**src/hdl/strs_pkg.sv**
```systemverilog
// ----------------------------------------------------------------------------
// Sorted timer ring scheduler package
// Shared constants and types for the timer ring scheduler core.
// ----------------------------------------------------------------------------
package strs_pkg;

	localparam int TIMER_SLOTS = 32;
	localparam int SLOT_W = $clog2(TIMER_SLOTS);

	typedef logic [SLOT_W-1:0] slot_t;
	typedef logic [31:0] time_t;

	// Operation codes of a request.
	localparam logic [1:0] FUNC_ADD  = 2'd0;
	localparam logic [1:0] FUNC_DEL  = 2'd1;
	localparam logic [1:0] FUNC_TICK = 2'd2;

	// Operations of the shared arithmetic unit.
	typedef enum logic [1:0] {
		ALU_ADD,
		ALU_SUB
	} alu_op_t;

endpackage

```
**src/hdl/strs_alu.sv**
```systemverilog
// ----------------------------------------------------------------------------
// Shared arithmetic unit
// One 32-bit adder/subtractor shared by the steps of the sequencer.
// ----------------------------------------------------------------------------
module strs_alu
	import strs_pkg::*;
(
	input  alu_op_t op,
	input  time_t   a,
	input  time_t   b,
	output time_t   y
);

	// Add or subtract modulo 2^32.
	always_comb begin
		unique case (op)
			ALU_ADD: y = a + b;
			ALU_SUB: y = a - b;
			default: y = a + b;
		endcase
	end

endmodule

```
**config.mk**
```make
export PLATFORM = sky130hd
export DESIGN_NAME = strs_alu
export DESIGN_NICKNAME = d
export VERILOG_FILES = /design/src/hdl/strs_pkg.sv /design/src/hdl/strs_alu.sv
export SDC_FILE = /design/constraint.sdc
export NUM_CORES = 1
export LEC_CHECK = 0
export ABC_AREA = 1
export BUFFER_PORTS_ARGS = -buffer_cell sky130_fd_sc_hd__buf_2
export CORE_ASPECT_RATIO = 1.75
export CORE_UTILIZATION = 40
export DETAILED_ROUTE_END_ITERATION = 16
export PLACE_DENSITY_LB_ADDON = 0.25
export SYNTH_ARGS = -nofsm -noshare
export SYNTH_HDL_FRONTEND = slang
export SYNTH_SLANG_ARGS = --single-unit
export TNS_END_PERCENT = 1
```
**constraint.sdc**
```tcl
create_clock -name vclk -period 6.6
set_clock_uncertainty 0.2 [all_clocks]
set_input_delay 0.99 -clock vclk [all_inputs]
set_output_delay 0.99 -clock vclk [all_outputs]
set_load 0.05 [all_outputs]
```
==> out/qor.txt <==
core area: 0.00791 mm²
vias after detailed routing: 4,047
critical path type: in -> out
layout cells sized above 1: 18.7%
# rows: 43
sum of negative setup slack: 0 ns
Max Slew Vio Count: 0
hold path cells: 4
Synth area leader: nand2_1
initial antenna violation count: 0
CTS Hold Buffers Added: 0
seq_cells: 0
required time of the critical path: 5.41 ns
Hold Vio Cnt, Final: 0
first-pass GRT wire length: 16,700 µm
slowest CP cell: ha_1
status: completed
largest net degree at the start of global routing: 31
initial core utilization: 40.9%
# IOs: 98
CP startpoint kind: input pin
Tcrit/Tclk final: 76.5%
Slew @ Worst Pin: 0.472 ns
arrival time worst endpoint: 3.86 ns
Hold Path Origin: b[0]
Final Hold Slack: 2.22 ns
Worst setup EP type: output pin
post-cts resize count: 0
number of fill cells: 935
Lkg Pwr: 2.37 nW
Slew headroom: 68.5%
Post-CTS Repair Setup Buffers: 0
Worst Hold Path EP: y[0]
combinational power share: 100.0%
critical path, cell by cell: buf_2 -> nor2_4 -> inv_2 -> nand2_1 -> o21ai_0 -> xor2_1 -> inv_1 -> ha_1 -> nand2_1 -> nor2_1 -> nand2_1 -> nand2_1 -> nand2_1 -> nand2_1 -> nand2_1 -> nand2_1 -> nand2_1 -> nand2_1 -> buf_2
most frequent cell after synthesis: nand2_1
GRT Overall Usage: 24.2%
cell area after synthesis: 0.00324 mm²
pwr dens: 162 mW/mm²
vias in the first global route: 3,742
Synth area leaders: nand2_1 27%, inv_1 13%, ha_1 12%, nor2_1 9.0%, xor2_1 7.8%
Critical Path Most Common Cell: nand2_1
DRT Wirelength: 10,500 µm
layout clock buffer count: 0
1st-pass router iterations: 4
die width: 70 µm
Mean Syn Cell Area: 5.03 µm²
die footprint: 0.00847 mm²
f_max: 0.198 GHz
Yosys warning count: 0
Die Span Y: 121 µm
switch share: 73.0%
HPWL after detailed placement: 9450 µm
Synth cell types: 34
drt initial violations: 172
RePlAce Congestion: 0.999
synth cell count leaders: 234 x nand2_1, 110 x inv_1, 78 x nor2_1
Reg area: 0 µm²
Via density: 4.89
Switch Pwr: 0.451 mW
Final nets: 839
register area share after synthesis: 0%
Yosys top cell area share: 27.1%
fin worst setup slack: 1.55 ns
CP max FO: 30
area of the multi-input gates: 0.00279 mm²
MaxCap Viol Count: 0
RSZ-0062 raised after global routing: no
Max VDD drop: 0.189 mV
CP max stage delay: 0.34 ns
worst slack at placement: 1.55 ns
Crit. Startpoint: op[1]
Flop pwr share: 0%
post-synthesis cell count: 644
Syn Nets: 743
worst min-delay path class: in -> out
wire length per cell: 12.6 µm
Port Buf Inserts: 98
Setup-failing EPs final: 0
final global-route overflow total: 0
layout overhead on the synthesized area: 18.0%
Antenna Nets Post-Route: 0
Post-route DRC: 0
n_diodes: 0
Internal: 0.167 mW
Clock power frac: 0%
min Tclk post-route: 5.05 ns
critical path, delay by kind of cell:
family                     cells  cell delay (ns)
AOI/OAI and AO/OA              1             0.11
xor gates and xnor gates       1             0.24
adders and majority gates      1             0.34
buffers and inverters          4             0.73
and+or+nand+nor               12             1.45
area by class of cell:
type | count | share of cell area (%)
Tap cell | 90 | 2.95
Timing Repair Buffer | 98 | 12.8
Multi-Input combinational cell | 527 | 73.1
Inverter | 113 | 11.1
layer usage:
metal  vias up  share of wire [%]  GRT usage (%)
li1       2169                  -              -
met1      1752                 38           26.3
met2       104                 54           48.6
met3        22                3.3          0.664
met4         0                4.0           8.50
met5         -                  0              0
power by group through the flow:
stage               clock network, mW  registers [mW]  logic, mW
global placement                    0               0      0.614
CTS                                 0               0      0.619
global route                        0               0      0.669
floorplan                           0               0      0.466
detailed placement                  0               0      0.617
finish                              0               0      0.618
metrics by stage:
step           total power, mW  std cells  cell area (µm²)  utilization (%)
2_1_floorplan            0.466        644             3240                -
3_3_place_gp             0.614        828             3820             48.3
3_5_place_dp             0.617        828             3820             48.3
4_1_cts                  0.619        828             3820             48.3
5_1_grt                  0.669        828             3820             48.3
6_report                 0.618        828             3820             48.3
cell usage in the layout, fill, tap and decap left out:
cell type,n
nand3_4,1
buf_2,98
nand3b_1,1
xnor2_1,13
inv_2,3
o31ai_1,1
nor3_2,2
and2_4,1
a21o_1,1
and3_1,1
nor2_4,5
o211ai_1,1
o21ai_2,1
nor2_2,11
fa_1,1
nand2_1,234
or2_0,1
a21oi_2,1
nor2_1,78
xor2_1,29
a21oi_1,31
o21bai_1,4
nand3_2,1
inv_1,110
nor3_1,2
ha_1,32
nand2_2,14
o21ai_1,4
nand3_1,34
o21ai_0,16
nand4_1,4
and2_1,2
worst max-delay path by stage:
stage	end	slack [ns]	depth (start not counted)
finish	y[27]	1.55	19
global route	y[27]	1.26	18
CTS	y[27]	1.54	19
detailed placement	y[27]	1.55	19
global placement	y[27]	1.59	18
floorplan	y[16]	1.93	15
cell families (layout without fill, tap and decap cells):
group,count (synthesis),count (layout),share of synthesized area (%)
AO/OA/AOI/OAI,60,60,10.1
XOR/XNOR,42,42,11.4
buffers and inverters,117,211,13.8
adder cells (fa/ha/maj),33,33,13.0
AND/OR/NAND/NOR,392,392,51.8
(Power assumes the default switching activity.)
